## src/rtl/core/cwfc_pkg.sv

```systemverilog
// ----------------------------------------------------------------------------
// Clock wizard frequency calculator: shared types and constants
// Field positions of the configuration words, the status codes, the widths
// of the scaled operands and the entry that the queue carries.
// ----------------------------------------------------------------------------
package cwfc_pkg;

  // Width of the reference frequency register.
  localparam int REF_W = 10;

  // Fixed-point scale of the fractional fields (thousandths).
  localparam int SCALE = 1000;

  // Widths of the scaled operands. The common factor of 1000 is removed
  // from numerator and denominator, so the quotient is unchanged:
  //   term  = field * 1000 + frac    <= 256023          (18 bits)
  //   num   = ref * mul_term         <= 261911529       (28 bits)
  //   den   = div0 * div_term        <= 65285865        (26 bits)
  localparam int TERM_W = 18;
  localparam int NUM_W  = 28;
  localparam int DEN_W  = 26;

  // Result frequency width.
  localparam int FREQ_W = 16;

  // Configuration word 0 layout.
  localparam int W0_DIV_LSB   = 0;
  localparam int W0_MUL_LSB   = 8;
  localparam int W0_FRAC_LSB  = 16;
  localparam int W0_FRAC_EN   = 26;

  // Configuration word 2 layout.
  localparam int W2_DIV_LSB   = 0;
  localparam int W2_FRAC_LSB  = 8;
  localparam int W2_FRAC_EN   = 18;

  localparam int FIELD_W = 8;
  localparam int FRAC_W  = 10;

  // Reference frequency after reset, in MHz.
  localparam logic [REF_W-1:0] REF_RESET = REF_W'(100);

  // Result status codes.
  typedef enum logic [1:0] {
    STATUS_OK       = 2'd0,
    STATUS_UNLOCKED = 2'd1,
    STATUS_ZERO_DIV = 2'd2
  } status_t;

  // One classified item, as held in the queue between front and back.
  typedef struct packed {
    status_t             status;
    logic [TERM_W-1:0]   mul_term;
    logic [FIELD_W-1:0]  div0;
    logic [TERM_W-1:0]   div_term;
  } entry_t;

endpackage

```

## src/rtl/core/cwfc_front.sv

```systemverilog
// ----------------------------------------------------------------------------
// Clock wizard frequency calculator: front end
// Unpacks the lock flag and both configuration words, forms the scaled
// multiplier and divider terms and classifies the item by status.
// ----------------------------------------------------------------------------
module cwfc_front
  import cwfc_pkg::*;
(
  input  logic         locked,
  input  logic [31:0]  config_word0,
  input  logic [31:0]  config_word2,
  output entry_t       entry
);

  logic [FIELD_W-1:0] div0;
  logic [FIELD_W-1:0] mul;
  logic [FIELD_W-1:0] div1;
  logic [FRAC_W-1:0]  mfrac;
  logic [FRAC_W-1:0]  dfrac;
  logic               zero_div;

  // Field extraction; a fraction counts only when its enable bit is set.
  always_comb begin
    div0  = config_word0[W0_DIV_LSB +: FIELD_W];
    mul   = config_word0[W0_MUL_LSB +: FIELD_W];
    mfrac = config_word0[W0_FRAC_EN] ? config_word0[W0_FRAC_LSB +: FRAC_W] : '0;
    div1  = config_word2[W2_DIV_LSB +: FIELD_W];
    dfrac = config_word2[W2_FRAC_EN] ? config_word2[W2_FRAC_LSB +: FRAC_W] : '0;
  end

  // The divisor is zero when the input divider is zero, or when the whole
  // output divider term is zero.
  assign zero_div = (div0 == '0) || ((div1 == '0) && (dfrac == '0));

  // Scaled terms and classification.
  always_comb begin
    entry.mul_term = TERM_W'(mul) * TERM_W'(SCALE) + TERM_W'(mfrac);
    entry.div_term = TERM_W'(div1) * TERM_W'(SCALE) + TERM_W'(dfrac);
    entry.div0     = div0;
    if (!locked) begin
      entry.status = STATUS_UNLOCKED;
    end else if (zero_div) begin
      entry.status = STATUS_ZERO_DIV;
    end else begin
      entry.status = STATUS_OK;
    end
  end

endmodule

```

## config.mk

```make
export PLATFORM = sky130hd
export DESIGN_NAME = cwfc_front
export DESIGN_NICKNAME = d
export VERILOG_FILES = /design/src/rtl/core/cwfc_pkg.sv /design/src/rtl/core/cwfc_front.sv
export SDC_FILE = /design/constraint.sdc
export NUM_CORES = 1
export LEC_CHECK = 0
export BUFFER_PORTS_ARGS = -buffer_cell sky130_fd_sc_hd__buf_2
export CAP_MARGIN = 20
export CORE_ASPECT_RATIO = 0.6
export CORE_MARGIN = 8
export CORE_UTILIZATION = 45
export DETAILED_ROUTE_END_ITERATION = 16
export GPL_ROUTABILITY_DRIVEN = 0
export PLACE_DENSITY_LB_ADDON = 0.1
export SETUP_SLACK_MARGIN = 0.05
export SLEW_MARGIN = 20
export SYNTH_ARGS = -nofsm -noshare
export SYNTH_HDL_FRONTEND = slang
export SYNTH_SLANG_ARGS = --single-unit
```

## constraint.sdc

```tcl
create_clock -name vclk -period 5.67
set_clock_uncertainty 0.2 [all_clocks]
set_input_delay 0.567 -clock vclk [all_inputs]
set_output_delay 0.567 -clock vclk [all_outputs]
set_load 0.05 [all_outputs]
```

---- Word level (Yosys, flattened, before mapping) ----
Index checks and enable logic that the tools add are counted.
storage, ports and cells
  input bits .............................. 65
  output and inout port bits .............. 46
  flip-flop bits (word level) ............. 0
cells by class
  multipliers ............................. 2
  add/subtract/negate cells ............... 2
  mux-type cells .......................... 4
  reductions and logical operators ........ 5
operators by type and width
  operator                                           count
  adder 18 x 10 -> 18 bit                            2
  multiplier 8 x 7 -> 15 bit, second input constant  2
  two-way mux 10 bit                                 2
  logical NOT 8 bit                                  2
  logical NOT 10 bit                                 1
  two-way mux 2 bit                                  2
  logical AND 1 bit                                  1
  logical OR 1 bit                                   1

---- Logic depth before layout (Yosys ltp) ----
Gate-level depths: netlist of run 1.
  depth in word-level cells ............... 6
  gate-level depth with buffers ........... 17
  gate-level depth less buffers ........... 17

---- Worst setup path after synthesis of run 1 ----
Ideal clock, no wire load.
  kind .................................... input-to-output
  start ................................... input port config_word2[0]
  end ..................................... output port entry[11] (netlist bit)
  cell stages on the path ................. 14
  setup slack ............................. -1.531 ns
  required time ........................... 4.903 ns
  buffers on the path ..................... 0
  arrival time ............................ 6.434 ns
  path through ............................ fa_1 > xor2_1 > ha_1 > fa_1 > inv_1 > fa_1 > inv_1 > ha_1 > xnor2_1 > ha_1 > a21oi_1 > nand4_1 > and4b_1 > a2111oi_0
RTL lines
  what             line              RTL
  start, declared  cwfc_front.sv:11  input logic [31:0] config_word2,
  end, declared    cwfc_front.sv:12  output entry_t entry

==> results of run 1 <==
[routing by layer]
| metal | global-route usage, % | routed length, um |
|---|---|---|
| met5 | 0 | 0 |
| met4 | 0.258 | 0 |
| met3 | 1.48 | 711 |
| met2 | 23.6 | 4590 |
| met1 | 25.9 | 6160 |
[metrics by stage]
| step | hold slack [ps] | std cells | setup WS [ps] |
|---|---|---|---|
| 6_report | 1240 | 803 | 56.3 |
| 5_1_grt | 1240 | 803 | -78.2 |
| 4_1_cts | 1240 | 795 | 5.08 |
| 3_5_place_dp | 1240 | 789 | -278 |
| 3_3_place_gp | 1240 | 789 | -130 |
| 2_1_floorplan | 1100 | 529 | -169 |
[cells in the mapped netlist (3+ instances only)]
library cell	instances	area, um2
buf_6	4	45.0
nor3_1	10	50.1
o21a_1	14	105
nor4_1	9	56.3
nand3_1	8	40.0
a211oi_1	6	45.0
xnor2_1	34	298
o21ai_0	11	55.1
and3_1	4	25.0
fa_1	44	881
inv_1	91	342
o21ai_1	5	25.0
o21ai_2	5	43.8
nand2b_1	9	56.3
a21o_1	5	37.5
nand2_1	17	63.8
nor3b_1	3	22.5
xor2_1	9	78.8
buf_2	5	25.0
o211ai_1	4	30.0
clkbuf_1	4	15.0
ha_1	94	1180
nor2_1	21	78.8
o2111a_1	3	33.8
nor2b_1	8	50.1
buf_4	8	60.1
and2_1	20	125
a21oi_1	25	125
nand4_1	6	37.5
[kinds of logic (layout without fill, tap and decap cells)]
logic type	count (synthesis)	count (layout)	share of synthesized area (%)
AO/OA/AOI/OAI	109	109	18.7
XOR/XNOR	43	43	8.43
adder cells (fa/ha/maj)	138	138	46.0
buffers and inverters	112	251	10.9
multiplexers	1	1	0.224
AND/OR/NAND/NOR	126	126	15.7
[critical path, stage by stage]
cell	delay (ps)
buf_8	100
fa_2	600
xor2_1	160
ha_1	260
fa_1	480
inv_1	50
fa_1	520
inv_2	50
ha_4	290
buf_4	140
nor2_2	50
a21o_2	230
a311oi_4	330
a31oi_4	90
a311o_1	420
a21oi_4	160
xnor2_2	140
buf_6	190
[placed cells by master, fill, tap and decap left out, types with 7 or more instances in the layout]
| cell type | n |
|---|---|
| inv_1 | 85 |
| ha_1 | 84 |
| buf_2 | 79 |
| buf_4 | 61 |
| fa_1 | 43 |
| xnor2_1 | 23 |
| a21oi_1 | 19 |
| and2_1 | 19 |
| nor2_1 | 17 |
| nand2_1 | 17 |
| buf_6 | 16 |
| o21a_1 | 14 |
| xnor2_2 | 11 |
| o21ai_0 | 10 |
| xor2_1 | 9 |
| nand2b_1 | 9 |
| nor2b_1 | 8 |
| nand3_1 | 8 |
| nor3_1 | 7 |
| ha_4 | 7 |
[repair_timing]
item,CTS,global route
pin swaps,28,47
setup endpoints to repair,13,15
resized for setup,29,69
buffers inserted,6,8
[layout make-up]
| type | count | share of cell area [%] |
|---|---|---|
| Multi-Input combinational cell | 417 | 73.3 |
| Timing Repair Buffer | 160 | 18.1 |
| Inverter | 91 | 5.73 |
| Tap cell | 135 | 2.83 |
[path summary, 6_finish.rpt]
check                      startpoint   endpoint  slack, ps
worst min-delay path  config_word0[5]  entry[23]       1240
worst max-delay path  config_word0[8]  entry[40]         60
==> impl_metrics.csv, run 1 <==
group,metric,value,unit
die,io_pins,111,
clock_network,holdBufCountCts,0,
global_routing,antenna_found_initial,0,
logic_synthesis,synth_nets,732,
worst_setup_path,critPathKind,"in2out",
die,fp.dieH,93.2,um
routing,num_vias,4086,
die,coreArea,9770,um2
global_routing,grt_max_degree,12,
logic_synthesis,syn_avg_cell_area,8.45,um2
timing,finalHoldViolations,0,
timing,worst_pin_slew,444,ps
layout,diodes,0,
timing,post-route-period-util,99.0,%
hold_path,min_path_cells,2,
timing,setup-tns-final,0,ps
layout,area_delta_synth_final,33.4,%
global_routing,grt_pass1_vias,3933,
timing,setup_viol,0,
layout,clockBufferCount,0,
worst_setup_path,startpoint_type,"input port",
hold_path,hp-class,"in2out",
layout,seq_area,0,um2
layout,fin_util,61.0,%
logic_synthesis,syn-cell-area,4470,um2
layout,drive_gt1_share,36.4,%
worst_setup_path,required,4900,ps
routing,first_pass_iters,4,
worst_setup_path,critPathCaptureType,"output port",
logic_synthesis,syn_inst,529,
timing,report.final.slew_viol_count,0,
timing,slew_headroom,70.2,%
layout,multi_input_area,4370,um2
die,dieArea,13500,um2
timing,fmax,178,MHz
layout,final_area,5960,um2
routing,drc,0,
die,start_util,45.7,%
logic_synthesis,ys_warn_count,0,
place,dpl_cell_area,5410,um2
routing,antenna_left,0,
place,io_buffers,93,
layout,finalNetCount,873,
global_routing,globalRoute.totalOverflow,0,
routing,drt_iter0_drc,102,
worst_setup_path,cp_max_fo,5,
routing,wl_per_cell,14.3,um
routing,viasPerCell,5.09,
global_routing,grt_first_pass_wirelength,18200,um
global_routing,grt_use_total,16.1,%
job,drv_cap,0,
run_status,status,"completed",
routing,postRouteWirelength,11500,um
logic_synthesis,yosysSeqAreaShare,0,%
logic_synthesis,yosysUniqueCellTypes,67,
die,rows,28,
place,dp.final_hpwl,9870,um
layout,design.seq.count,0,
layout,n_fill_cell,875,
timing,period_minus_slack,5610,ps
worst_setup_path,cp_data_arrival_time,4850,ps
die,fp.dieW,145,um
timing,rsz0062_at_grt,"true",
Power of run 1 is left out: the tool's default activity adds up to more than one toggle a clock period on the data nets, which glitch-free logic cannot reach.
==> run 2, diff against run 1 <==
==> constraint.sdc (replaced) <==
create_clock -name vclk -period 6.5
set_clock_uncertainty 0.2 [all_clocks]
set_input_delay 0.65 -clock vclk [all_inputs]
set_output_delay 0.65 -clock vclk [all_outputs]
set_load 0.05 [all_outputs]
==> run 2 against run 1 <==
Net effect: worst hold slack better by 170 ps; global-route usage fell by 0.84 points; clock-buffer cell count did not move; first-iteration DRC count up 17%; sequential cell count is the same; largest cell class unchanged; critical path type unchanged; highest routed layer unchanged; core utilization decreased by 10 points; die area is the same; wire length shrank 9.3%.
==> impl_metrics.csv, run 2 (synthesis gave the netlist of run 1 again) <==
group,metric,value,unit
layout,layout_common_cells,"ha_1 (94), buf_2 (93), inv_1 (91)",
layout,diodes,0,
routing,wl_met1,5840,um
routing,postRouteWirelength,10400,um
timing,rsz0062_at_grt,"false",
timing,setup-tns-final,0,ps
run_status,status,"completed",
timing,whs,1400,ps
die,rows,28,
die,start_util,45.7,%
routing,drt_iter0_drc,119,
worst_setup_path,startpoint_type,"input port",
worst_setup_path,crit_slowest_cell,"fa_1",
routing,wl_met3,817,um
layout,design.seq.count,0,
worst_setup_path,cp_data_arrival_time,5350,ps
routing,antenna_left,0,
timing,worst_pin_slew,603,ps
worst_setup_path,critPathCaptureType,"output port",
routing,num_vias,3770,
die,fp.dieW,145,um
global_routing,grt_pass1_vias,3598,
hold_path,min_to,"entry[19]",
place,dp.final_hpwl,9290,um
worst_setup_path,critPathMaxStageDelay,510,ps
layout,n_fill_cell,974,
worst_setup_path,cp_max_fo,7,
die,coreArea,9770,um2
global_routing,antenna_found_initial,0,
routing,viasPerCell,5.12,
hold_path,min_path_cells,2,
global_routing,grt_max_degree,14,
global_routing,globalRoute.totalOverflow,0,
timing,post-route-period-util,95.3,%
layout,fin_util,50.9,%
routing,highest_layer,"met3",
timing,report.final.slew_viol_count,0,
place,io_buffers,93,
routing,wl_met2,3740,um
die,fp.dieH,93.2,um
hold_path,min_from,"config_word0[1]",
global_routing,grt_use_total,15.3,%
global_routing,grt_first_pass_wirelength,17500,um
die,dieArea,13500,um2
die,io_pins,111,
routing,drc,0,
job,drv_cap,0,
hold_path,hp-class,"in2out",
layout,clockBufferCount,0,
worst_setup_path,critPathKind,"in2out",
timing,setup_viol,0,
worst_setup_path,worstPathCellList,"buf_2 -> fa_1 -> xor2_1 -> ha_1 -> fa_1 -> inv_1 -> fa_1 -> inv_1 -> ha_1 -> o21ai_1 -> nor2_1 -> nor2_1 -> ha_1 -> o21ai_0 -> o21bai_2 -> a311o_1 -> a21oi_2 -> xnor2_1 -> buf_2",
timing,slew_headroom,59.8,%
layout,seq_area,0,um2
layout,layout_commonest_cell,"ha_1",
layout,area_delta_synth_final,11.4,%
routing,first_pass_iters,4,
timing,period_minus_slack,6200,ps
timing,fmax,161,MHz
routing,wl_per_cell,14.1,um
layout,drive_gt1_share,20.1,%
timing,finalHoldViolations,0,
layout,finalNetCount,807,
worst_setup_path,required,5650,ps
run 2: cell count changes in the layout (fill, tap and decap cells not counted), moves of 4 or more:
cell	delta
xnor2_2	-11
nor2_2	-4
xnor2_1	+11
buf_2	+14
nor2_1	+4
a21oi_1	+5
ha_4	-7
buf_6	-16
ha_1	+10
inv_2	-6
buf_4	-60
inv_1	+6
run 2: worst max-delay path: cells and delay by family:
| kind | cells | cell delay [ps] |
|---|---|---|
| buf+inv | 4 | 600 |
| compound gates | 5 | 1080 |
| fa+ha+maj | 6 | 2410 |
| simple gates | 2 | 250 |
| xor+xnor | 2 | 330 |
run 2: how the worst max path moves through the flow:
stage	from	to	cells after the start
after floorplan	config_word0[8]	entry[37]	17
after global placement	config_word0[9]	entry[40]	19
after detailed placement	config_word0[9]	entry[43]	19
after CTS	config_word0[9]	entry[43]	19
after global routing	config_word0[8]	entry[40]	19
final	config_word0[9]	entry[40]	19
run 2: cell type report:
type	instances	area [um2]	share of cell area [%]
Multi-Input combinational cell	417	4000	80.2
Tap cell	135	169	3.39
Inverter	91	342	6.86
Timing Repair Buffer	94	473	9.50
run 2: routing by layer:
metal | GRT usage (%) | up-vias
met4 | 0 | 0
met5 | 0 | -
met3 | 1.63 | 0
met1 | 25.9 | 1721
li1 | - | 1948
met2 | 20.5 | 101
run 2: what timing repair did:
| item | CTS | global route |
|---|---|---|
| endpoints found under the setup margin | 0 | 5 |
| hold buffers | 0 | 0 |
| gates resized for setup | 0 | 2 |
| setup buffers | 0 | 0 |
run 2: metrics by stage:
step / cells / area, um2 / worst slack [ps]
global placement: 737 / 4970 / 317
finish: 737 / 4980 / 303
global route: 737 / 4980 / 55.5
detailed placement: 737 / 4970 / 222
CTS: 737 / 4970 / 213
floorplan: 529 / 4470 / 483
Power of run 2 is left out for the same reason.
