--- src/rtl/core/cwfc_pkg.sv ---
// ----------------------------------------------------------------------------
// Clock wizard frequency calculator: shared types and constants
// Field positions of the configuration words, the status codes, the widths
// of the scaled operands and the entry that the queue carries.
// ----------------------------------------------------------------------------
package cwfc_pkg;

  // Width of the reference frequency register.
  localparam int REF_W = 10;

  // Fixed-point scale of the fractional fields (thousandths).
  localparam int SCALE = 1000;

  // Widths of the scaled operands. The common factor of 1000 is removed
  // from numerator and denominator, so the quotient is unchanged:
  //   term  = field * 1000 + frac    <= 256023          (18 bits)
  //   num   = ref * mul_term         <= 261911529       (28 bits)
  //   den   = div0 * div_term        <= 65285865        (26 bits)
  localparam int TERM_W = 18;
  localparam int NUM_W  = 28;
  localparam int DEN_W  = 26;

  // Result frequency width.
  localparam int FREQ_W = 16;

  // Configuration word 0 layout.
  localparam int W0_DIV_LSB   = 0;
  localparam int W0_MUL_LSB   = 8;
  localparam int W0_FRAC_LSB  = 16;
  localparam int W0_FRAC_EN   = 26;

  // Configuration word 2 layout.
  localparam int W2_DIV_LSB   = 0;
  localparam int W2_FRAC_LSB  = 8;
  localparam int W2_FRAC_EN   = 18;

  localparam int FIELD_W = 8;
  localparam int FRAC_W  = 10;

  // Reference frequency after reset, in MHz.
  localparam logic [REF_W-1:0] REF_RESET = REF_W'(100);

  // Result status codes.
  typedef enum logic [1:0] {
    STATUS_OK       = 2'd0,
    STATUS_UNLOCKED = 2'd1,
    STATUS_ZERO_DIV = 2'd2
  } status_t;

  // One classified item, as held in the queue between front and back.
  typedef struct packed {
    status_t             status;
    logic [TERM_W-1:0]   mul_term;
    logic [FIELD_W-1:0]  div0;
    logic [TERM_W-1:0]   div_term;
  } entry_t;

endpackage

--- src/rtl/core/cwfc_queue.sv ---
// ----------------------------------------------------------------------------
// Clock wizard frequency calculator: item queue
// A short first-in first-out queue of classified items that decouples the
// front end from the divider pipeline.
// ----------------------------------------------------------------------------
module cwfc_queue
  import cwfc_pkg::*;
#(
  parameter int DEPTH = 4
) (
  input  logic    clk,
  input  logic    rst,
  input  logic    push,
  input  entry_t  push_entry,
  input  logic    pop,
  output entry_t  head,
  output logic    full,
  output logic    empty
);

  localparam int PTR_W = (DEPTH > 1) ? $clog2(DEPTH) : 1;
  localparam int CNT_W = $clog2(DEPTH + 1);

  entry_t             store [DEPTH];
  logic [PTR_W-1:0]   wr_ptr;
  logic [PTR_W-1:0]   rd_ptr;
  logic [CNT_W-1:0]   count;

  assign full  = (count == CNT_W'(DEPTH));
  assign empty = (count == '0);
  assign head  = store[rd_ptr];

  // Storage writes carry no reset.
  always_ff @(posedge clk) begin
    if (push) begin
      store[wr_ptr] <= push_entry;
    end
  end

  // Pointers and fill count.
  always_ff @(posedge clk) begin
    if (rst) begin
      wr_ptr <= '0;
      rd_ptr <= '0;
      count  <= '0;
    end else begin
      if (push) begin
        wr_ptr <= (wr_ptr == PTR_W'(DEPTH - 1)) ? '0 : wr_ptr + 1'b1;
      end
      if (pop) begin
        rd_ptr <= (rd_ptr == PTR_W'(DEPTH - 1)) ? '0 : rd_ptr + 1'b1;
      end
      if (push && !pop) begin
        count <= count + 1'b1;
      end else if (pop && !push) begin
        count <= count - 1'b1;
      end
    end
  end

endmodule

--- config.mk ---
export PLATFORM = sky130hd
export DESIGN_NAME = cwfc_queue
export DESIGN_NICKNAME = d
export VERILOG_FILES = /design/src/rtl/core/cwfc_pkg.sv /design/src/rtl/core/cwfc_queue.sv
export SDC_FILE = /design/constraint.sdc
export NUM_CORES = 1
export LEC_CHECK = 0
export ABC_AREA = 0
export BUFFER_PORTS_ARGS = -buffer_cell sky130_fd_sc_hd__buf_2
export CAP_MARGIN = 15
export CORE_UTILIZATION = 40
export DETAILED_ROUTE_END_ITERATION = 8
export GPL_ROUTABILITY_DRIVEN = 0
export GPL_TIMING_DRIVEN = 1
export PLACE_DENSITY_LB_ADDON = 0.05
export REMOVE_ABC_BUFFERS = 1
export SYNTH_ARGS = -nofsm -noshare
export SYNTH_HDL_FRONTEND = slang
export SYNTH_SLANG_ARGS = --single-unit
--- constraint.sdc ---
create_clock -name clk -period 2.31 [get_ports clk]
set_clock_uncertainty 0.1 [all_clocks]
set_input_delay 0.231 -clock clk [delete_from_list [all_inputs] [get_ports clk]]
set_output_delay 0.231 -clock clk [all_outputs]
set_load 0.05 [all_outputs]
# Yosys cells after proc, flatten, opt, wreduce, memory -nomap -nowiden
# Memories as Yosys holds them, arrays and structs flattened. A register that Yosys moved wholly into a read port is not among the register bits.
# Cells that the tools add are included.
[classes]
add_sub_neg = 4
n_reduce_logical = 6
eq_ne = 3
mux = 8
[ops]
columns = ["op", "count"]
rows = [
  ["2-bit two-way mux", 4],
  ["3-bit two-way mux", 2],
  ["2-bit by 1-bit adder with 2-bit output (second input constant)", 2],
  ["2-bit == test (second input constant)", 2],
  ["3-bit by 1-bit adder with 3-bit output (second input constant)", 1],
  ["3-bit == test (second input constant)", 1],
  ["3-bit logical NOT", 1],
  ["3-bit by 1-bit subtractor with 3-bit output (second input constant)", 1],
  ["1-bit logical AND", 2],
  ["1-bit logical NOT", 2],
  ["1-bit two-way mux", 2],
  ["2-bit nonzero test", 1],
]
[word_totals]
output_inout_bits = 48
ramBits = 184
wordCells = 25
register_bits = 7
in_bits = 50
memories = 1
[memory_table]
columns = ["name", "depth", "word_bits", "rd", "rd_ports_with_merged_regs", "write_ports", "line_no", "source"]
rows = [
  ["store", 4, 46, 1, 1, 1, "cwfc_queue.sv:24", "entry_t store [DEPTH];"],
]

# Longest topological paths before layout
# Gate-level depths: netlist of run 1.
[depth]
word_depth = 4
depth_mapped = 7
ltp_nobuf = 7

# Worst setup path after synthesis of run 1
# No wires, ideal clock.
[synth_path]
kind = "reg2reg"
from = "register wr_ptr[0]"
to = "memory store[3][0] (netlist name) (enable)"
required_ps = 1802
stages_incl_launch_ff = 3
t_arrival_ps = 1653
setup_time_ps = 408
setup_slack_ps = 149
synth_period_minus_slack_ps = 2161
n_path_buf = 0
cell_sequence = "dfxtp_1 ha_1 and2_1"
[synth_rtl]
columns = ["item", "line_no", "source"]
rows = [
  ["start, declared", "cwfc_queue.sv:25", "logic [PTR_W-1:0] wr_ptr;"],
  ["start signal, assigned", "cwfc_queue.sv:48", "wr_ptr <= (wr_ptr == PTR_W'(DEPTH - 1)) ? '0 : wr_ptr + 1'b1;"],
  ["end, declared", "cwfc_queue.sv:24", ""],
]
# Straight into the memory's write port.

==> results of run 1 <==
[power by group]
group | switching, uW | total (uW) | internal (uW)
clock | 1230 | 2830 | 1600
combinational | 719 | 1080 | 365
sequential | 49.2 | 4050 | 4000
[flip-flops by register name (all words and copies together) (netlist names), named ones only]
register / count
rd_ptr: 2
count: 3
store: 184
wr_ptr: 2
[what timing repair did]
item	in CTS	in global routing
hold buffers	47	0
pin swaps	0	0
buffers inserted	3	0
hold endpoints to repair	193	0
endpoints found under the setup margin	35	14
[area by class of cell]
| type | count | area (sq um) | area share [%] |
|---|---|---|---|
| Tap cell | 225 | 282 | 3.13 |
| Inverter | 4 | 15.0 | 0.167 |
| Clock buffer | 20 | 437 | 4.86 |
| Sequential cell | 193 | 5710 | 63.5 |
| Clock inverter | 12 | 134 | 1.49 |
| Multi-Input combinational cell | 77 | 1310 | 14.6 |
| Timing Repair Buffer | 162 | 1100 | 12.3 |
[metal layers]
layer	GRT usage, %	vias up	routed length, um
li1	-	1545	-
met2	25.0	82	6320
met4	5.81	0	159
met3	4.26	10	617
met1	19.1	1722	5710
met5	0	-	0
[worst max-delay path, delay by kind of cell (launching register included)]
family,cells,cell delay (ns)
buffers and inverters,2,0.50
multiplexers,1,0.54
flip-flops,1,0.46
[logic make-up (layout without fill, tap and decap cells)]
logic type / count (synthesis) / count (layout) / share of synthesized area [%]
xor+xnor: 2 / 2 / 0.245
buf+inv: 14 / 198 / 1.84
flops: 193 / 193 / 79.9
compound gates: 3 / 3 / 0.210
fa+ha+maj: 7 / 7 / 1.33
mux: 50 / 50 / 15.4
simple gates: 15 / 15 / 1.09
[metrics by stage]
| step | cell area [sq um] | hold WS (ns) |
|---|---|---|
| finish | 8990 | 0.0559 |
| global route | 8990 | 0.0764 |
| CTS | 8990 | 0.0369 |
| detailed placement | 7930 | 0.347 |
| global placement | 7930 | 0.344 |
| floorplan | 7020 | 0.200 |
[worst min-delay path by stage]
stage,end,slack [ns]
after floorplan,count[2],0.20
after global placement,store[3][7],0.34
after detailed placement,store[1][6],0.35
after CTS,flip-flop,0.04
after global routing,flip-flop,0.08
final,flip-flop,0.06
[synth_stat cells, drive strengths merged]
cell type and instances:
mux4 46, edfxtp 184, fa 1, dfxtp 9, buf 9, nor2 7
ha 6, xor2 2, a21oi 2, or3 1, and2 4, mux2i 4
clkbuf 1, o21ai 1, nor3b 2, nor3 1, inv 4
==> metrics, run 1 <==
status=finished clean; class of the most critical hold timing path=input pin to flip-flop; Vias=around 3.4k; number of global-route vias before repair=3706; first-pass GRT wire length=19900 um; number of instances on the worst hold path=3; final cycle utilization of the critical path=97.1%; class of the most critical setup path=flip-flop to primary output; least setup slack across all paths after layout=between 0.06 and 0.07 ns; Mapped Avg Cell Area=approximately 25 sq um; Final Critical Period=2.24 ns; antenna diode count=0; final core area utilization=51.8%; first-pass detailed-route iteration total=4; total power consumption of the routed design=7970 uW; dpl cells=611; worst-case clock buffer depth=2; sequence of cells on the critical path=buf_4, mux4_2, buf_2; post-detail-place hpwl=about 7500 um; most frequent cells in the layout=sky130_fd_sc_hd__edfxtp_1, sky130_fd_sc_hd__buf_2, sky130_fd_sc_hd__dlygate4sd3_1; Yosys reg bits=193; Leakage=0.00312 uW; number of top-level pins=98; overall overflow remaining after global route=0; number of standard cells after synthesis=284; most frequent standard cell in the layout excluding fill and tap cells=sky130_fd_sc_hd__edfxtp_1; Max Fclk=446 MHz; post-detailed-route wirelength per cell=18.5 um; aggregate global-route resource usage=approximately 15%; Chip Width=approximately 140 um; r2r startpoint=wr_ptr[0]; floorplan row count=48; Tightest Pin Transition=0.478 ns; Total Wirelength=between 10000 and 15000 um; R2R setup slack=0.71 ns; dominant cell type by area after synthesis=sky130_fd_sc_hd__edfxtp_1; setup-violating endpoint count in the final report=0; worst skew pair latency=~0.42 ns; endpoint kind of the worst setup timing path=primary output; CTS clk-pin slew, worst paths=~0.070 ns; initial cell density of the core=~41%; cell at the root of the clock tree=sky130_fd_sc_hd__clkbuf_16; number of max-cap violations=0; critical path fanouts, max=9; total power density per cell area=886 nW/um^2; largest voltage drop on the vdd net=0.630 mV; Total Neg Setup Slack=0 ns; cells taking the most area after synthesis=sky130_fd_sc_hd__edfxtp_1, sky130_fd_sc_hd__mux4_2, sky130_fd_sc_hd__dfxtp_1; final max-slew violation count=0; Critical Path Start Type=flip-flop; startpoint of the tightest hold check path=pop; CP max stage cell=sky130_fd_sc_hd__mux4_2; post-route antenna net violation count=0; capturing point of the worst reg2reg path=store[0][28]; detailed-route vias per instance=roughly 4.8; headroom to the max-slew limit=68.2%; fraction of final layout cells with drive strength greater than 1=40.2%; reg2reg path depth=4; fin nets=between 500 and 600; CTS H-Tree Depth=4; pre-CTS setup slack=0.336 ns; unrepaired setup endpoints after global routing=true; Crit path largest cell delay=approximately 0.54 ns; arrival time reported for the critical path endpoint=1.91 ns; clock tree from TritonCTS=built; cts bufs inserted=17; layout-stage area growth over the synthesis result=25.9%; Final Instance Count excl. Fillers=approximately 690; worst path required time=1.98 ns; Yosys top cell area share=77.4%; initial antenna violation count=0; timing endpoint of the critical path=head[23]; die outline area=~18000 sq um; detailed-route DRC error count=0; largest net degree at the start of global routing=33; register area share after synthesis=approximately four fifths; cell area after synthesis=7140 sq um; Yosys warning count=0; number of hold violations in the final report=0; distinct cell type count of the synthesized netlist=20; Num Clock Sinks=193; port bufs=97; count of filler cells inserted in the layout=roughly 1.4k; 1st-iter DRT viols=200; number of resized instances in the post-cts repair step=0; core region area=17400 sq um; height of the chip=136 um
No activity file was read; power rests on OpenSTA's default activity.
==> run 2: changes to the inputs <==
==> constraint.sdc (replaced) <==
create_clock -name clk -period 2.65 [get_ports clk]
set_clock_uncertainty 0.1 [all_clocks]
set_input_delay 0.265 -clock clk [delete_from_list [all_inputs] [get_ports clk]]
set_output_delay 0.265 -clock clk [all_outputs]
set_load 0.05 [all_outputs]
==> run 2 against run 1 <==
  * Hold slack improved by 0.040 ns
  * Final cell count fell by 1.0%
  * Die area is the same
  * Sequential power down 13%
  * Largest power group unchanged
==> metrics, run 2 (synthesis gave the netlist of run 1 again) <==
cts bufs inserted=17 (unchanged); Top reg by flops=store; R2R setup slack=0.87 ns (+0.16 ns); Vias=3345 (-0.42%); post-detailed-route wirelength per cell=18.6 um (+0.56%); switching portion of total power=24.3% (-0.81 points); die outline area=18400 sq um (unchanged); most frequent cells in the layout=sky130_fd_sc_hd__edfxtp_1, sky130_fd_sc_hd__buf_2, sky130_fd_sc_hd__dlygate4sd3_1; net switching power=1730 uW (-14%); largest net degree at the start of global routing=37 (+12%); layout-stage area growth over the synthesis result=26.4%; headroom to the max-slew limit=65.9% (-2.3 points); Total Wirelength=12700 um (-0.45%); clock tree from TritonCTS=built; dpl cells=607 (-0.65%); number of global-route vias before repair=3603 (-2.8%); critical path fanouts, max=14 (+5); worst skew pair latency=0.42 ns (about the same); endpoint kind of the worst setup timing path=primary output; startpoint of the tightest hold check path=pop; status=finished clean; CTS H-Tree Depth=4 (unchanged); antenna diode count=0 (unchanged); first-pass GRT wire length=19700 um (-0.98%); most frequent standard cell in the layout excluding fill and tap cells=sky130_fd_sc_hd__edfxtp_1; Max Fclk=411 MHz; r2r startpoint=wr_ptr[0]; core region area=17400 sq um (unchanged); number of top-level pins=98 (unchanged); port bufs=97 (unchanged); number of resized instances in the post-cts repair step=0 (unchanged); Tightest Pin Transition=0.512 ns (+0.0344 ns); worst-case clock buffer depth=2 (unchanged); number of max-cap violations=0 (unchanged); final max-slew violation count=0 (unchanged); worst path required time=2.29 ns (+0.31 ns); capturing point of the worst reg2reg path=store[0][24]; Post CTS Setup Buffer Count=0 (-3); class of the most critical setup path=flip-flop to primary output; class of the most critical hold timing path=input pin to flip-flop; initial antenna violation count=0 (unchanged); 1st-iter DRT viols=160 (-20%); number of hold violations in the final report=0 (unchanged); arrival time reported for the critical path endpoint=2.07 ns (+0.16 ns); floorplan row count=48 (unchanged); final cycle utilization of the critical path=91.9%; biggest registers after layout=store (184), count (3); largest voltage drop on the vdd net=0.454 mV (-28%); count of filler cells inserted in the layout=1414 (+0.71%); initial cell density of the core=41.1% (unchanged); first-pass detailed-route iteration total=4 (unchanged); part of the power in registers=49.8% (-1.0 points); CTS clk-pin slew, worst paths=0.07 ns (about the same); Critical Path Start Type=flip-flop; fraction of final layout cells with drive strength greater than 1=40.1% (-0.041 points); Logic pwr share=13.2% (-0.4 points); Pint=5390 uW (-9.8%); number of instances on the worst hold path=3 (unchanged); Num Clock Sinks=193 (unchanged); terminating pin of the worst hold path=rd_ptr[1]; hold slack=0.0962 ns (+0.0404 ns); Final Critical Period=about 2.4 ns; flip-flop count of the largest register, all copies and words added=184 (unchanged); aggregate global-route resource usage=15.1% (-0.079 points); detailed-route DRC error count=0 (unchanged); number of buffers inserted by hold repair at cts=47 (unchanged); Chip Width=136 um (unchanged); total power density per cell area=788 nW/um^2 (-11%); clock share of power=37.0% (+1.4 points); cell at the root of the clock tree=sky130_fd_sc_hd__clkbuf_16; reg2reg path depth=4 (unchanged); unrepaired setup endpoints after global routing=false; fin nets=505 (-1.4%); setup-violating endpoint count in the final report=0 (unchanged); detailed-route vias per instance=4.88 (+0.60%); post-route antenna net violation count=0 (unchanged); height of the chip=136 um (unchanged); Area after DPL=7930 sq um (about the same); post-detail-place hpwl=7610 um (+1.6%); Leakage=0.00314 uW (+0.34%); final std cell area, no fill=9020 sq um (+0.36%); overall overflow remaining after global route=0 (unchanged); Final Instance Count excl. Fillers=686 (-1.0%)
[run 2: final cells by class]
| class | instances | area, sq um | area share (%) |
|---|---|---|---|
| clock buffer | 18 | 429 | 4.76 |
| clock inverter | 14 | 189 | 2.09 |
| inverter | 4 | 15.0 | 0.166 |
| multi-input combinational | 77 | 1310 | 14.5 |
| sequential | 193 | 5710 | 63.3 |
| tap | 225 | 282 | 3.12 |
| timing repair buffer | 155 | 1090 | 12.1 |
[run 2: worst max path at each step]
stage / start / end / slack, ns / cells after the start
global placement: flip-flop / head[12] / 0.61 / 3
finish: flip-flop / head[2] / 0.21 / 3
floorplan: flip-flop / head[26] / -0.61 / 1
CTS: flip-flop / head[41] / 0.14 / 3
detailed placement: flip-flop / head[25] / 0.62 / 3
global route: flip-flop / head[12] / 0.08 / 3
[run 2: routing by layer]
metal,global-route usage (%),part of all wire [%]
met1,17.7,42
met2,26.0,52
met3,4.15,3.8
met4,6.55,1.7
met5,0,0
[run 2: power by group through the flow]
stage | Sequential, uW | Clock, uW | Combinational [uW]
floorplan | 3620 | 0 | 615
global placement | 3610 | 0 | 891
detailed placement | 3610 | 0 | 897
CTS | 3540 | 2700 | 956
global route | 3550 | 2810 | 996
finish | 3540 | 2630 | 935
[run 2: worst max-delay path, cell delays in order, from the launching register on]
cell,delay [ns]
sky130_fd_sc_hd__dfxtp_4,0.53
sky130_fd_sc_hd__buf_4,0.32
sky130_fd_sc_hd__mux4_2,0.55
sky130_fd_sc_hd__buf_2,0.23
[run 2: stage by stage]
| step | setup TNS (ns) | power (uW) | utilization (%) | worst slack, ns |
|---|---|---|---|---|
| CTS | 0 | 7200 | 52.0 | 0.141 |
| global route | 0 | 7360 | 52.0 | 0.0801 |
| detailed placement | 0 | 4510 | 45.7 | 0.616 |
| finish | 0 | 7110 | 52.0 | 0.215 |
| global placement | 0 | 4500 | 45.7 | 0.613 |
| floorplan | -22.30 | 4240 | - | -0.607 |
==> run 3: changes to the inputs <==
--- a/config.mk
+++ b/config.mk
@@ -12,6 +12,7 @@
 export DETAILED_ROUTE_END_ITERATION = 8
 export GPL_ROUTABILITY_DRIVEN = 0
 export GPL_TIMING_DRIVEN = 1
+export HOLD_SLACK_MARGIN = 0.1
 export PLACE_DENSITY_LB_ADDON = 0.05
 export REMOVE_ABC_BUFFERS = 1
 export SYNTH_ARGS = -nofsm -noshare
==> run 3 against run 2 <==
  * Hold slack better by 0.036 ns
  * Critical path depth unchanged
  * Utilization grew 0.12 points
  * Critical path type unchanged
  * Global-route usage hardly changed
  * First-iteration DRC count decreased by 2.5%
  * Flip-flop and latch count unchanged
  * Largest cell class unchanged
  * Final cell count is 0.29% higher
==> metrics, run 3 (synthesis gave the netlist of run 1 again) <==
Total Neg Setup Slack=0 ns (unchanged); Top reg by flops=store; biggest registers after layout=store (184), count (3); flip-flop count of the largest register, all copies and words added=184 (unchanged); CTS H-Tree Depth=4 (unchanged); count of filler cells inserted in the layout=1412 (-0.14%); post-detail-place hpwl=7610 um (unchanged); number of global-route vias before repair=3618 (+0.42%); class of the most critical setup path=flip-flop to primary output; worst skew pair latency=0.42 ns (about the same); Num Clock Sinks=193 (unchanged); routed metal-1 wirelength=5410 um (about the same); Leakage=0.00315 uW (+0.31%); die outline area=18400 sq um (unchanged); largest voltage drop on the vdd net=0.454 mV (about the same); final cycle utilization of the critical path=92.0% (about the same); startpoint of the tightest hold check path=push; most frequent cells in the layout=sky130_fd_sc_hd__edfxtp_1, sky130_fd_sc_hd__buf_2, sky130_fd_sc_hd__dlygate4sd3_1; fraction of final layout cells with drive strength greater than 1=40.0% (-0.17 points); number of buffers and inverters on the critical path=2 (unchanged); Post CTS Setup Buffer Count=0 (unchanged); CTS clk-pin slew, worst paths=0.07 ns (about the same); uppermost signal routing layer after detailed routing=met4; status=finished clean; core region area=17400 sq um (unchanged); first-pass detailed-route iteration total=4 (unchanged); first-pass GRT wire length=19700 um (+0.28%); terminating pin of the worst hold path=wr_ptr[1]; R2R setup slack=0.87 ns (about the same); CP max stage cell=sky130_fd_sc_hd__mux4_2; setup-violating endpoint count in the final report=0 (unchanged); largest net degree at the start of global routing=37 (unchanged); Vias=3353 (+0.24%); total power consumption of the routed design=7120 uW (about the same); amount of wire on met2 after detailed routing=6640 um (about the same); Final Instance Count excl. Fillers=688 (+0.29%); sequence of cells on the critical path=buf_4, mux4_2, buf_2; number of instances on the worst hold path=3 (unchanged); unrepaired setup endpoints after global routing=false; Crit path largest cell delay=0.55 ns (about the same); worst path required time=2.29 ns (about the same); critical path fanouts, max=14 (unchanged); most frequent standard cell in the layout excluding fill and tap cells=sky130_fd_sc_hd__edfxtp_1; initial antenna violation count=0 (unchanged); final max-slew violation count=0 (unchanged); Top delay family on crit path=buffers and inverters; 1st-iter DRT viols=156 (-2.5%); arrival time reported for the critical path endpoint=2.07 ns (about the same); layout-stage area growth over the synthesis result=26.6%; Total Wirelength=12800 um (about the same); r2r startpoint=wr_ptr[0]; post-detailed-route wirelength per cell=18.5 um (-0.24%); cell at the root of the clock tree=sky130_fd_sc_hd__clkbuf_16; final std cell area, no fill=9040 sq um (+0.22%); floorplan row count=48 (unchanged); dpl cells=607 (unchanged); cts bufs inserted=17 (unchanged); Critical Path Start Type=flip-flop; fin nets=507 (+0.40%); Final Critical Period=2.44 ns (+0.00182 ns); number of max-cap violations=0 (unchanged); overall overflow remaining after global route=0 (unchanged); total power density per cell area=787 nW/um^2 (-0.18%); height of the chip=136 um (unchanged); clock tree from TritonCTS=built; headroom to the max-slew limit=65.7% (-0.15 points); aggregate global-route resource usage=15.1% (+0.033 points); port bufs=97 (unchanged); antenna diode count=0 (unchanged); endpoint kind of the worst setup timing path=primary output; Tightest Pin Transition=0.514 ns (+0.00219 ns); Max Fclk=410 MHz (about the same); initial cell density of the core=41.1% (unchanged); Area after DPL=7930 sq um (unchanged); capturing point of the worst reg2reg path=store[0][24]; worst-case clock buffer depth=2 (unchanged); number of top-level pins=98 (unchanged); routed length on met3=490 um (unchanged); number of hold violations in the final report=0 (unchanged); class of the most critical hold timing path=input pin to flip-flop; post-route antenna net violation count=0 (unchanged); Chip Width=136 um (unchanged); detailed-route DRC error count=0 (unchanged); detailed-route vias per instance=4.87 (about the same); reg2reg path depth=4 (unchanged)
-- run 3: cell count changes in the layout (fill, tap and decap cells not counted), sizes merged --
cell / delta
dlygate4sd3: +2
-- run 3: routing by layer --
layer,GRT usage [%],up-vias
li1,-,1540
met1,17.7,1725
met2,26.0,71
met3,4.15,17
met4,6.55,0
met5,0,-
-- run 3: how the worst max path moves through the flow --
stage / start / endpoint / cells past startpoint
global placement: flip-flop / head[12] / 3
detailed placement: flip-flop / head[25] / 3
global route: flip-flop / head[12] / 3
finish: flip-flop / head[2] / 3
floorplan: flip-flop / head[26] / 1
CTS: flip-flop / head[41] / 3
-- run 3: report_power, final --
group          internal [uW]  switching [uW]  total, uW  leakage (uW)
sequential              3490            53.5       3540       0.00177
clock                   1580            1060       2630      0.000308
combinational            322             617        938       0.00107
total                   5390            1730       7120       0.00315
-- run 3: final cells by class --
cell class                      instances  area [sq um]  share of cell area [%]
Clock buffer                           18           429                    4.75
Clock inverter                         14           189                    2.09
Inverter                                4          15.0                   0.166
Multi-Input combinational cell         77          1310                    14.5
Sequential cell                       193          5710                    63.2
Tap cell                              225           282                    3.11
Timing Repair Buffer                  157          1110                    12.3
-- run 3: repair_timing --
item / in CTS / in global routing
setup endpoints to repair: 0 / 0
hold buffers: 49 / 0
endpoints found under the hold margin: 193 / 0
gates resized for setup: 0 / 0
-- run 3: stage by stage --
stage                     setup WS, ns  hold WS, ns  utilization, %
after floorplan                 -0.607        0.234               -
after global routing            0.0801        0.147            52.1
final                            0.213        0.132            52.1
after CTS                        0.141        0.128            52.1
after global placement           0.613        0.378            45.7
after detailed placement         0.616        0.380            45.7
-- run 3: worst reg2reg max path: stages, from the launching register on --
cell	delay (ns)
sky130_fd_sc_hd__dfxtp_1	0.35
sky130_fd_sc_hd__inv_1	0.10
sky130_fd_sc_hd__ha_1	0.14
sky130_fd_sc_hd__and2_2	0.47
sky130_fd_sc_hd__buf_12	0.30
